$ cat config.mk
export PLATFORM = sky130hd
export DESIGN_NAME = level_set_edge_map
export DESIGN_NICKNAME = d
export VERILOG_FILES = /design/src/rtl/lsem_pkg.sv /design/src/rtl/lsem_ram.sv /design/src/rtl/lsem_member.sv /design/src/rtl/lsem_position.sv /design/src/rtl/level_set_edge_map.sv
export SDC_FILE = /design/constraint.sdc
export NUM_CORES = 2
export LEC_CHECK = 0
export ABC_AREA = 1
export BUFFER_PORTS_ARGS = -buffer_cell sky130_fd_sc_hd__buf_2
export CORE_UTILIZATION = 35
export CTS_CLUSTER_SIZE = 10
export DETAILED_ROUTE_END_ITERATION = 10
export PLACE_DENSITY = 0.49
export SETUP_SLACK_MARGIN = 0.4
export SYNTH_ARGS = -nofsm -noshare
export SYNTH_HDL_FRONTEND = slang
export SYNTH_SLANG_ARGS = --single-unit
$ cat constraint.sdc
create_clock -name clk -period 83.4 [get_ports clk]
set_clock_uncertainty 0.15 [all_clocks]
set_input_delay 8.34 -clock clk [delete_from_list [all_inputs] [get_ports clk]]
set_output_delay 8.34 -clock clk [all_outputs]
set_load 0.02 [all_outputs]
$ cat src/rtl/lsem_pkg.sv
// ----------------------------------------------------------------------------
// lsem_pkg
// Shared types and constants for the level set edge map block.
// ----------------------------------------------------------------------------
package lsem_pkg;

    localparam int MAX_WIDTH_DEF      = 1024;
    localparam int MAX_HEIGHT_DEF     = 1024;
    localparam int COMPONENT_BITS_DEF = 16;

    localparam int CFG_DATA_W = 16;
    localparam int CFG_IDX_W  = 3;
    localparam int SIZE_W     = 11;
    localparam int COUNT_W    = 22;

    localparam logic [SIZE_W-1:0]     SIZE_RESET = 11'd1024;
    localparam logic [CFG_DATA_W-1:0] BOUND_MAX  = 16'hFFFF;
    localparam logic [COUNT_W-1:0]    COUNT_MAX  = 22'h3FFFFF;

    typedef enum logic [CFG_IDX_W-1:0] {
        REG_LOW_INTENSITY   = 3'd0,
        REG_LOW_HUE         = 3'd1,
        REG_LOW_SATURATION  = 3'd2,
        REG_HIGH_INTENSITY  = 3'd3,
        REG_HIGH_HUE        = 3'd4,
        REG_HIGH_SATURATION = 3'd5,
        REG_IMAGE_WIDTH     = 3'd6,
        REG_IMAGE_HEIGHT    = 3'd7
    } cfg_index_t;

    // One bound of the lexicographic range
    typedef struct packed {
        logic [CFG_DATA_W-1:0] intensity;
        logic [CFG_DATA_W-1:0] hue;
        logic [CFG_DATA_W-1:0] saturation;
    } bound_t;

    // Where the pixel sits in the frame
    typedef struct packed {
        logic col_first;
        logic row_first;
        logic last_col;
        logic last_row;
    } pos_t;

endpackage

$ cat src/rtl/lsem_ram.sv
// ----------------------------------------------------------------------------
// lsem_ram
// Generic single write port, single read port RAM with registered read.
// ----------------------------------------------------------------------------
module lsem_ram #(
    parameter int WIDTH = 1,
    parameter int DEPTH = 2
) (
    input  logic                     clk,
    input  logic                     wr_en,
    input  logic [$clog2(DEPTH)-1:0] wr_addr,
    input  logic [WIDTH-1:0]         wr_data,
    input  logic                     rd_en,
    input  logic [$clog2(DEPTH)-1:0] rd_addr,
    output logic [WIDTH-1:0]         rd_data
);

    logic [WIDTH-1:0] mem_reg [DEPTH];
    logic [WIDTH-1:0] rd_data_reg;

    always_ff @(posedge clk)
    begin
        if (wr_en)
        begin
            mem_reg[wr_addr] <= wr_data;
        end
        if (rd_en)
        begin
            rd_data_reg <= mem_reg[rd_addr];
        end
    end

    assign rd_data = rd_data_reg;

endmodule

$ cat src/rtl/lsem_member.sv
// ----------------------------------------------------------------------------
// lsem_member
// Range test of one pixel against the low and high bounds, ordered by
// intensity, then hue, then saturation. Both bounds inclusive.
// ----------------------------------------------------------------------------
module lsem_member import lsem_pkg::*; #(
    parameter int COMPONENT_BITS = COMPONENT_BITS_DEF
) (
    input  logic [COMPONENT_BITS-1:0] hue,
    input  logic [COMPONENT_BITS-1:0] saturation,
    input  logic [COMPONENT_BITS-1:0] intensity,
    input  bound_t                    low_bound,
    input  bound_t                    high_bound,
    output logic                      in_range
);

    logic [3*COMPONENT_BITS-1:0] pixel_key;
    logic [3*COMPONENT_BITS-1:0] low_key;
    logic [3*COMPONENT_BITS-1:0] high_key;

    // Concatenated keys compare lexicographically as one unsigned word
    assign pixel_key = {intensity, hue, saturation};
    assign low_key   = {COMPONENT_BITS'(low_bound.intensity),
                        COMPONENT_BITS'(low_bound.hue),
                        COMPONENT_BITS'(low_bound.saturation)};
    assign high_key  = {COMPONENT_BITS'(high_bound.intensity),
                        COMPONENT_BITS'(high_bound.hue),
                        COMPONENT_BITS'(high_bound.saturation)};

    assign in_range = (pixel_key >= low_key) && (pixel_key <= high_key);

endmodule

$ cat src/rtl/lsem_position.sv
// ----------------------------------------------------------------------------
// lsem_position
// Column and row counters of the raster scan, with the frame size clamped
// to the supported range.
// ----------------------------------------------------------------------------
module lsem_position import lsem_pkg::*; #(
    parameter int MAX_WIDTH  = MAX_WIDTH_DEF,
    parameter int MAX_HEIGHT = MAX_HEIGHT_DEF
) (
    input  logic                          clk,
    input  logic                          rst_n,
    input  logic                          advance,
    input  logic [SIZE_W-1:0]             image_width,
    input  logic [SIZE_W-1:0]             image_height,
    output logic [$clog2(MAX_WIDTH)-1:0]  col,
    output pos_t                          pos
);

    localparam int CW = $clog2(MAX_WIDTH);
    localparam int RW = $clog2(MAX_HEIGHT);
    localparam int XW = $clog2(MAX_WIDTH + 1);
    localparam int YW = $clog2(MAX_HEIGHT + 1);

    logic [CW-1:0] col_reg;
    logic [RW-1:0] row_reg;
    logic [XW-1:0] width_eff;
    logic [YW-1:0] height_eff;

    always_comb
    begin
        priority if (image_width < SIZE_W'(2))
            width_eff = XW'(2);
        else if (32'(image_width) > 32'(MAX_WIDTH))
            width_eff = XW'(MAX_WIDTH);
        else
            width_eff = XW'(image_width);

        priority if (image_height < SIZE_W'(2))
            height_eff = YW'(2);
        else if (32'(image_height) > 32'(MAX_HEIGHT))
            height_eff = YW'(MAX_HEIGHT);
        else
            height_eff = YW'(image_height);
    end

    assign col           = col_reg;
    assign pos.col_first = (col_reg == '0);
    assign pos.row_first = (row_reg == '0);
    assign pos.last_col  = (XW'(col_reg) + XW'(1)) >= width_eff;
    assign pos.last_row  = (YW'(row_reg) + YW'(1)) >= height_eff;

    always_ff @(posedge clk or negedge rst_n)
    begin
        if (!rst_n)
        begin
            col_reg <= '0;
            row_reg <= '0;
        end
        else if (advance)
        begin
            if (pos.last_col)
            begin
                col_reg <= '0;
                if (pos.last_row)
                    row_reg <= '0;
                else
                    row_reg <= row_reg + RW'(1);
            end
            else
            begin
                col_reg <= col_reg + CW'(1);
            end
        end
    end

endmodule

$ cat src/rtl/level_set_edge_map.sv
// ----------------------------------------------------------------------------
// level_set_edge_map
// Streaming boundary edge map and crossing point counter for one level set.
// ----------------------------------------------------------------------------
// Pixels enter on the pixel channel (hue, saturation, intensity) in raster
// order; each request yields one result request with the inside flag, the
// left and up edge flags, the running crossing point count and count_done,
// which marks the last pixel of the frame and the final count.
// Bounds and frame size are written on the cfg channel (cfg_ready is always
// high); the user must write them only while no pixel is in flight, which the
// block does not enforce. Writes do not restart the frame. A pixel passes
// the compute register, then the result register. Throughput: one pixel per
// cycle while result_ready stays high.
// After reset the previous-row memory is cleared, one entry per cycle, over
// all MAX_WIDTH entries (1024 by default); pixel_ready stays low meanwhile.
// When result_ready is low the result register holds; one more pixel may
// enter the compute register, then pixel_ready drops until the result drains.
// ----------------------------------------------------------------------------
module level_set_edge_map import lsem_pkg::*; #(
    parameter int MAX_WIDTH      = MAX_WIDTH_DEF,
    parameter int MAX_HEIGHT     = MAX_HEIGHT_DEF,
    parameter int COMPONENT_BITS = COMPONENT_BITS_DEF
) (
    input  logic                      clk,
    input  logic                      rst_n,

    input  logic                      pixel_valid,
    output logic                      pixel_ready,
    input  logic [COMPONENT_BITS-1:0] hue,
    input  logic [COMPONENT_BITS-1:0] saturation,
    input  logic [COMPONENT_BITS-1:0] intensity,

    output logic                      result_valid,
    input  logic                      result_ready,
    output logic                      pixel_inside,
    output logic                      left_edge,
    output logic                      up_edge,
    output logic [COUNT_W-1:0]        point_count,
    output logic                      count_done,

    input  logic                      cfg_valid,
    output logic                      cfg_ready,
    input  logic [CFG_IDX_W-1:0]      cfg_index,
    input  logic [CFG_DATA_W-1:0]     cfg_data
);

    localparam int CW = $clog2(MAX_WIDTH);

    // Configuration
    bound_t            low_reg;
    bound_t            high_reg;
    logic [SIZE_W-1:0] width_reg;
    logic [SIZE_W-1:0] height_reg;

    // Clearing pass
    logic          clr_active_reg;
    logic [CW-1:0] clr_addr_reg;

    // Position of the next pixel
    logic [CW-1:0] pos_col;
    pos_t          pos_now;

    // Compute stage
    logic                      s1_valid_reg;
    logic [COMPONENT_BITS-1:0] s1_hue_reg;
    logic [COMPONENT_BITS-1:0] s1_sat_reg;
    logic [COMPONENT_BITS-1:0] s1_int_reg;
    logic [CW-1:0]             s1_col_reg;
    pos_t                      s1_pos_reg;

    // Neighborhood state
    logic               left_inside_reg;
    logic               upper_left_reg;
    logic [COUNT_W-1:0] total_reg;

    // Result register
    logic               result_valid_reg;
    logic               inside_out_reg;
    logic               left_out_reg;
    logic               up_out_reg;
    logic [COUNT_W-1:0] count_out_reg;
    logic               done_out_reg;

    logic               accept;
    logic               out_advance;
    logic               cur;
    logic               above;
    logic               left_e;
    logic               up_e;
    logic               frame_end;
    logic [2:0]         cell_sum;
    logic [1:0]         cell_add;
    logic [2:0]         inc;
    logic [COUNT_W:0]   sum_wide;
    logic [COUNT_W-1:0] total_next;
    logic               ram_wr_en;
    logic [CW-1:0]      ram_wr_addr;
    logic               ram_wr_data;

    // ---------------------------------------------------------------- handshake
    assign out_advance  = s1_valid_reg && (!result_valid_reg || result_ready);
    assign pixel_ready  = !clr_active_reg && (!s1_valid_reg || out_advance);
    assign accept       = pixel_valid && pixel_ready;
    assign cfg_ready    = 1'b1;
    assign result_valid = result_valid_reg;

    // ---------------------------------------------------------------- config
    always_ff @(posedge clk or negedge rst_n)
    begin
        if (!rst_n)
        begin
            low_reg    <= '0;
            high_reg   <= {BOUND_MAX, BOUND_MAX, BOUND_MAX};
            width_reg  <= SIZE_RESET;
            height_reg <= SIZE_RESET;
        end
        else if (cfg_valid && cfg_ready)
        begin
            unique case (cfg_index)
                REG_LOW_INTENSITY:   low_reg.intensity   <= cfg_data;
                REG_LOW_HUE:         low_reg.hue         <= cfg_data;
                REG_LOW_SATURATION:  low_reg.saturation  <= cfg_data;
                REG_HIGH_INTENSITY:  high_reg.intensity  <= cfg_data;
                REG_HIGH_HUE:        high_reg.hue        <= cfg_data;
                REG_HIGH_SATURATION: high_reg.saturation <= cfg_data;
                REG_IMAGE_WIDTH:     width_reg  <= cfg_data[SIZE_W-1:0];
                REG_IMAGE_HEIGHT:    height_reg <= cfg_data[SIZE_W-1:0];
                default: ;
            endcase
        end
    end

    // ---------------------------------------------------------------- clear pass
    always_ff @(posedge clk or negedge rst_n)
    begin
        if (!rst_n)
        begin
            clr_active_reg <= 1'b1;
            clr_addr_reg   <= '0;
        end
        else if (clr_active_reg)
        begin
            clr_addr_reg <= clr_addr_reg + CW'(1);
            if (clr_addr_reg == CW'(MAX_WIDTH - 1))
                clr_active_reg <= 1'b0;
        end
    end

    // ---------------------------------------------------------------- position
    lsem_position #(
        .MAX_WIDTH  (MAX_WIDTH),
        .MAX_HEIGHT (MAX_HEIGHT)
    ) u_position (
        .clk          (clk),
        .rst_n        (rst_n),
        .advance      (accept),
        .image_width  (width_reg),
        .image_height (height_reg),
        .col          (pos_col),
        .pos          (pos_now)
    );

    // ---------------------------------------------------------------- row store
    // Read ahead at accept so the pixel above arrives with the compute stage
    assign ram_wr_en   = clr_active_reg || out_advance;
    assign ram_wr_addr = clr_active_reg ? clr_addr_reg : s1_col_reg;
    assign ram_wr_data = clr_active_reg ? 1'b0 : cur;

    lsem_ram #(
        .WIDTH (1),
        .DEPTH (MAX_WIDTH)
    ) u_row_store (
        .clk     (clk),
        .wr_en   (ram_wr_en),
        .wr_addr (ram_wr_addr),
        .wr_data (ram_wr_data),
        .rd_en   (accept),
        .rd_addr (pos_col),
        .rd_data (above)
    );

    // ---------------------------------------------------------------- compute stage
    always_ff @(posedge clk or negedge rst_n)
    begin
        if (!rst_n)
            s1_valid_reg <= 1'b0;
        else if (accept)
            s1_valid_reg <= 1'b1;
        else if (out_advance)
            s1_valid_reg <= 1'b0;
    end

    always_ff @(posedge clk)
    begin
        if (accept)
        begin
            s1_hue_reg <= hue;
            s1_sat_reg <= saturation;
            s1_int_reg <= intensity;
            s1_col_reg <= pos_col;
            s1_pos_reg <= pos_now;
        end
    end

    lsem_member #(
        .COMPONENT_BITS (COMPONENT_BITS)
    ) u_member (
        .hue        (s1_hue_reg),
        .saturation (s1_sat_reg),
        .intensity  (s1_int_reg),
        .low_bound  (low_reg),
        .high_bound (high_reg),
        .in_range   (cur)
    );

    assign left_e    = !s1_pos_reg.col_first && (cur != left_inside_reg);
    assign up_e      = !s1_pos_reg.row_first && (cur != above);
    assign frame_end = s1_pos_reg.last_row && s1_pos_reg.last_col;

    always_comb
    begin
        cell_sum = 3'(upper_left_reg != above) + 3'(upper_left_reg != left_inside_reg)
                 + 3'(left_e) + 3'(up_e);
        if (s1_pos_reg.row_first || s1_pos_reg.col_first || cell_sum == 3'd0)
            cell_add = 2'd0;
        else if (cell_sum == 3'd4)
            cell_add = 2'd2;
        else
            cell_add = 2'd1;
        // Border crossings on the outer rows and columns
        inc = 3'(cell_add)
            + 3'((s1_pos_reg.row_first || s1_pos_reg.last_row) && left_e)
            + 3'((s1_pos_reg.col_first || s1_pos_reg.last_col) && up_e);
        sum_wide   = {1'b0, total_reg} + (COUNT_W + 1)'(inc);
        total_next = sum_wide[COUNT_W] ? COUNT_MAX : sum_wide[COUNT_W-1:0];
    end

    always_ff @(posedge clk or negedge rst_n)
    begin
        if (!rst_n)
        begin
            left_inside_reg <= 1'b0;
            upper_left_reg  <= 1'b0;
            total_reg       <= '0;
        end
        else if (out_advance)
        begin
            left_inside_reg <= cur;
            upper_left_reg  <= above;
            total_reg       <= frame_end ? '0 : total_next;
        end
    end

    // ---------------------------------------------------------------- result register
    always_ff @(posedge clk or negedge rst_n)
    begin
        if (!rst_n)
            result_valid_reg <= 1'b0;
        else if (out_advance)
            result_valid_reg <= 1'b1;
        else if (result_ready)
            result_valid_reg <= 1'b0;
    end

    always_ff @(posedge clk)
    begin
        if (out_advance)
        begin
            inside_out_reg <= cur;
            left_out_reg   <= left_e;
            up_out_reg     <= up_e;
            count_out_reg  <= total_next;
            done_out_reg   <= frame_end;
        end
    end

    assign pixel_inside = inside_out_reg;
    assign left_edge    = left_out_reg;
    assign up_edge      = up_out_reg;
    assign point_count  = count_out_reg;
    assign count_done   = done_out_reg;

    // ---------------------------------------------------------------- assertions
    a_no_pixel_while_clearing: assert property (@(posedge clk) disable iff (!rst_n)
        clr_active_reg |-> (!pixel_ready && !s1_valid_reg))
        else $error("pixel taken during row store clear");

    a_total_cleared_at_frame_end: assert property (@(posedge clk) disable iff (!rst_n)
        (out_advance && frame_end) |=> (total_reg == '0))
        else $error("crossing total not cleared after last pixel");

    a_total_grows_in_frame: assert property (@(posedge clk) disable iff (!rst_n)
        (out_advance && !frame_end) |=> (total_reg >= $past(total_reg)))
        else $error("crossing total decreased within a frame");

    a_result_holds_on_stall: assert property (@(posedge clk) disable iff (!rst_n)
        (result_valid_reg && !result_ready) |=> $stable(count_out_reg))
        else $error("result count changed while stalled");

endmodule

-- After elaboration in Yosys (flattened, before gate mapping)
Memory sizes are Yosys's and may differ from the RTL's. A register that Yosys moved wholly into a read port is not among the register bits.
Cells that the tools add are included.
- $add $sub $neg: 11
- order comparisons: 8
- equality and inequality tests: 13
- mux-type cells: 20
- reductions and logical operators: 36
- operators by type and width (cell ; count):
    48-bit >= comparator ; 1
    48-bit less-or-equal comparator ; 1
    11-bit 2-to-1 mux ; 4
    22-bit 2-to-1 mux ; 2
    10-bit by 1-bit adder with 10-bit output (second input constant) ; 3
    10-bit 2-to-1 mux ; 3
    22-bit by 3-bit adder with 23-bit output ; 1
    10-bit by 1-bit adder with 11-bit output (second input constant) ; 2
    11-bit >= comparator ; 2
    11-bit greater-than comparator (second input constant) ; 2
    11-bit by 2-bit less-than comparator with 1-bit output (second input constant) ; 2
    10-bit logical NOT ; 2
    2-bit AND reduction ; 9
    3-bit equality test (second input constant) ; 5
    10-bit equality test (second input constant) ; 1
    1-bit logical AND ; 9
    1-bit 2-to-1 mux ; 9
    1-bit logical OR ; 7
    2-bit by 1-bit adder with 3-bit output ; 2
    3-bit by 1-bit adder with 3-bit output ; 2
    3-bit by 2-bit equality test with 1-bit output (second input constant) ; 2
    3-bit logical NOT ; 2
    1-bit logical NOT ; 5
    2-bit 2-to-1 mux ; 2
    4 further kinds ; 8
- register bits: 263
- RAM bits: 1024
- bits of input ports: 72
- output and inout bits: 29
- logic and storage cells: 119
- memories kept: 1
- memory list (memory ; depth ; bits a word ; read ports ; clocked after memory_dff ; wr ports ; RTL line ; source):
    u_row_store.mem_reg ; 1024 ; 1 ; 1 ; 1 ; 1 ; lsem_ram.sv:18 ; logic [WIDTH-1:0] mem_reg [DEPTH];

-- Depth between registers and ports, before layout
- depth in word-level cells: 14
- mapped depth: 37
- depth with buffers taken out: 37

-- Modules after synthesis
A second synthesis with hierarchy kept.
- cells, all modules: 6328
- area, all modules: 60712.0 µm²
- by module, submodules not included (module ; times used ; cells an instance ; area each (µm²) ; sequential area each (µm²)):
    lsem_ram ; 1 ; 4679 ; 46402.0 ; 30779.5
    level_set_edge_map ; 1 ; 875 ; 9520.4 ; 6585.1
    lsem_member ; 1 ; 439 ; 2693.8 ; 0.0
    lsem_position ; 1 ; 335 ; 2095.8 ; 500.5

-- Worst setup path before layout
OpenSTA, ideal clock, no wires.
- path kind: reg-to-reg
- from: reg high_reg[47] in the netlist's numbering
- to: mem u_row_store.mem_reg[0], data pin
- setup time: 4954 ps
- arrival time: 25140 ps
- data required time: 78296 ps
- path slack: 53156 ps
- stages on the path, launching flop included: 12
- buffers on the path: 0
- clock period less this slack: 30244 ps
- path through: dfstp_2 > inv_1 > ha_1 > nand2_1 > nor2_1 > nand2_1 > nor4_1 > nor2b_1 > nand2_1 > nand2_1 > nand2_1 > nor2_1
- word-level cells in the longest chain between the ends: 3
- RTL lines (item ; RTL line ; source):
    start, declared ; level_set_edge_map.sv:51 ; bound_t high_reg;
    start signal, assigned ; level_set_edge_map.sv:113 ; high_reg <= {BOUND_MAX, BOUND_MAX, BOUND_MAX};
    48-bit less-or-equal comparator ; lsem_member.sv:30 ; assign in_range = (pixel_key >= low_key) && (pixel_key <= high_key);
    1-bit logical AND ; lsem_member.sv:30 ;
    1-bit 2-to-1 mux ; level_set_edge_map.sv:167 ; assign ram_wr_data = clr_active_reg ? 1'b0 : cur;
    named net ram_wr_data ; level_set_edge_map.sv:98 ; logic ram_wr_data;
    end, declared ; lsem_ram.sv:18 ;
The timed path passes the listed nets, and every way through them passes these cells.

-- Worst setup path in the final report
- from: in result_ready
- to: out pixel_ready
- word-level cells in the longest chain between the ends: 4
- RTL lines (item ; RTL line ; source):
    start, declared ; level_set_edge_map.sv:34 ; input logic result_ready,
    1-bit logical OR ; level_set_edge_map.sv:101 ; assign out_advance = s1_valid_reg && (!result_valid_reg || result_ready);
    1-bit logical AND ; level_set_edge_map.sv:101 ;
    1-bit logical OR ; level_set_edge_map.sv:102 ; assign pixel_ready = !clr_active_reg && (!s1_valid_reg || out_advance);
    1-bit logical AND ; level_set_edge_map.sv:102 ;
    end, declared ; level_set_edge_map.sv:28 ; output logic pixel_ready,
Every way passes these cells.

==> summary.md <==
| Metric | Value |
|---|---|
| Root Driver | clkbuf_16 |
| Worst Tran Pin Value | about 1300 ps |
| Most frequent cells in the layout | nor2_1, edfxtp_1, nand2_1, o21ai_0, inv_1 |
| WL per Instance | 20.8 um |
| Power Density | 30.2 mW/mm^2 |
| Post-DP HPWL | slightly above 90 mm |
| Detailed Route Iter0 Violations | 4437 |
| Vias post-DR | 43700 |
| Deepest level of the CTS H-tree | 4 |
| Final Setup Violations | 0 |
| First-pass GRT wire length | 265 mm |
| Setup slack after layout | ~66000 ps |
| Final wirelength | 179 mm |
| Crit path kind | in -> out |
| CP Launch Type | input pin |
| Max_slew headroom | 0.106 |
| Filler instances | roughly 17000 |
| Drt first pass iters | 5 |
| Final Hold Viols | 0 |
| Largest family of logic cells by synthesized area | simple AND/OR/NAND/NOR gates |
| Synth Area in XOR/XNOR | 0.00376 |
| Reg clk slew, reported paths | about 50 ps |
| CP max FO | 3 |
| Vias per inst | between 5 and 6 |
| HP Class | reg -> reg |
| Final global-route overflow total | 0 |
| Synthesized net count | 6538 |
| RSZ-0062 raised after global routing | no |
| Clk_lat worst skew | 800 ps |
| DRC viols | 0 |
| ANT nets after route | 0 |
| Vias in the first global route | 41700 |
| Worst path max stage delay | around 150 ps |
| Core area | 0.172 sq mm |
| Largest net degree at the start of global routing | 268 |
| Post-CTS sizing | 0 |
| Post-synth EDFFs | 1113 |
| Initial antenna violation count | 4 |
| Die width | about 420 um |
| Initial Util | 0.353 |
| Dpl ws | 65860 ps |
| Num ports | 101 |
| Die area | ~0.17 sq mm |
| Post-CTS Setup Inserts | 0 |
| CTS tree | done |
| Post-synthesis cell count | 6334 |
| Worst-path cell chain | buf_2 -> inv_1 -> nand2_1 -> nor2_1 -> inv_1 -> nand2_1 -> inv_1 -> buf_2 |
| Final TNS setup | 0 ps |
| CTS Sinks | 1288 |
| #FFs+latches synth | 1288 |
| Critical Path RT | 74910 ps |
| Cell row count | 152 |
| Commonest non-fill, non-tap cell in the layout | nor2_1 |
| Outcome | complete, no violations |
| Worst vdd ir | 0.0262 mV |
| Critical path's top delay family | buffers and inverters |
| Mux cell area share after synthesis | 0.000827 |
| Sequential share of the synthesized area | 0.626 |
| Multi-input logic area | around 0.019 sq mm |
| Crit share post-route | 0.210 |
| Input/output buffers | 99 |
| Crit-path slowest cell | buf_2 |
| CP Capture Type | output pin |
| CP Buf/Inv Count | 5 |
| Cell Area, Synth | between 0.06 and 0.07 sq mm |
| Clk buf depth | 3 |
| Storage element area | 0.0379 sq mm |
| Routability cong. | 0.795 |
| Syn. warnings | 0 |
| Max Cap Viol | 0 |
| Upper clock frequency limit | roughly 57 MHz |
| Mean Syn Cell Area | about 9.6 sq um |
| Layout cell share with drive strength beyond 1 | 0.0772 |
| Area grow syn2layout | 11.0% |
| Reg2reg setup slack | 76630 ps |
| Die Ht | 418 um |
| Most common cell on crit path | inv_1 |
| Leakage power | 24.3 nW |
| Slew Limit Fails | 0 |
| # nets final | around 6400 |
| Compound-Gate Fraction of Synth Area | 0.0746 |
| Fin crit period | 17500 ps |
| Top_reg_cell synth | edfxtp_1 |
| CTS Buf Count | 154 |
| Simple-Gate Fraction of Synth Area | 0.207 |
| Max FFs per register | about 1000 |
| GRT Total Usage | 0.203 |
| CTS Hold Bufs | 0 |
| Arr. time, crit path | 9010 ps |
| Post-synth cell types | 48 |
| Async S/R FF share, synth | 0.136 |
| Post-synthesis adder-cell area fraction | 0.0277 |
==> per-layer routing <==
metal  part of all wire  wire (um)  GRT usage
met4              0.026       4670     0.0615
met3              0.063      11300     0.0345
met2               0.46      82100      0.327
met1               0.45      81200      0.280
met5           0.000050          9          0
==> path summary, 6_finish.rpt <==
| check | from | end | cells after the start |
|---|---|---|---|
| hold reg to reg | clr_addr_reg[8] | clr_active_reg | 1 |
| max in group asynchronous | rst_n | low_reg[8] | 3 |
| setup / recovery | result_ready | pixel_ready | 8 |
| setup reg to reg | high_reg[27] | total_reg[21] | 31 |
| min in group asynchronous | rst_n | total_reg[19] | 1 |
| hold / removal | clr_addr_reg[8] | clr_active_reg | 1 |
==> final cells by class <==
type | instances | area share
Clock buffer | 212 | 0.0626
Timing Repair Buffer | 179 | 0.0179
Clock inverter | 25 | 0.00358
Multi-Input combinational cell | 4191 | 0.285
Tap cell | 2310 | 0.0430
Sequential cell | 1288 | 0.564
Inverter | 423 | 0.0240
Antenna cell | 1 | 0.0000373
==> per-stage QoR <==
step | area, sq um | util | cells | total power [mW] | hold WS [ps]
floorplan | 60500 | - | 6334 | 1.30 | 270
global placement | 62700 | 0.366 | 8391 | 1.42 | 300
detailed placement | 62700 | 0.366 | 8391 | 1.43 | 311
CTS | 67200 | 0.392 | 8628 | 2.05 | 322
global route | 67200 | 0.392 | 8629 | 2.14 | 349
finish | 67200 | 0.392 | 8629 | 2.03 | 318
==> logic make-up (layout without fill, tap and decap cells) <==
kind of cell               count (synthesis)  after routing
and+or+nand+nor                         3191           3191
DFF                                     1288           1288
buffers and inverters                    855            839
AOI/OAI and AO/OA                        836            836
adders and majority gates                132            132
xor gates and xnor gates                  26             26
muxes                                      5              5
other                                      1              2
==> worst register-to-register path: cells and delay by family, from the launching register on <==
family          cells  cell delay (ps)
fa+ha+maj           7             2050
compound gates      2              210
buf+inv             4              300
flops               1              530
simple gates       18             3480
==> cells in the mapped netlist (all sizes together), types with 3 or more instances <==
master  number  area [sq um]
o21a         5          37.5
or2         11          68.8
dfrtp      124          3100
buf        214          1230
clkinv       5          18.8
nor4         8          65.1
xor2        24           210
inv        418          1570
a21oi      115           576
clkbuf     218           818
a22oi        9          67.6
o211ai      80           611
nand3      265          1330
nand4       29           181
mux2i        5          50.1
edfxtp    1113         33400
dfstp       51          1340
o21ai      582          2920
nor3        31           155
nor2      1819          6850
nand2     1024          3840
ha         129          1610
a22o         3          26.3
o22ai       35           219
fa           3          60.1
==> report_power, final <==
group	leakage, nW	internal (mW)	switching [mW]
clock	2.16	0.350	0.266
combinational	9.83	0.165	0.452
sequential	12.3	0.777	0.0216
(Power assumes the default switching activity.)
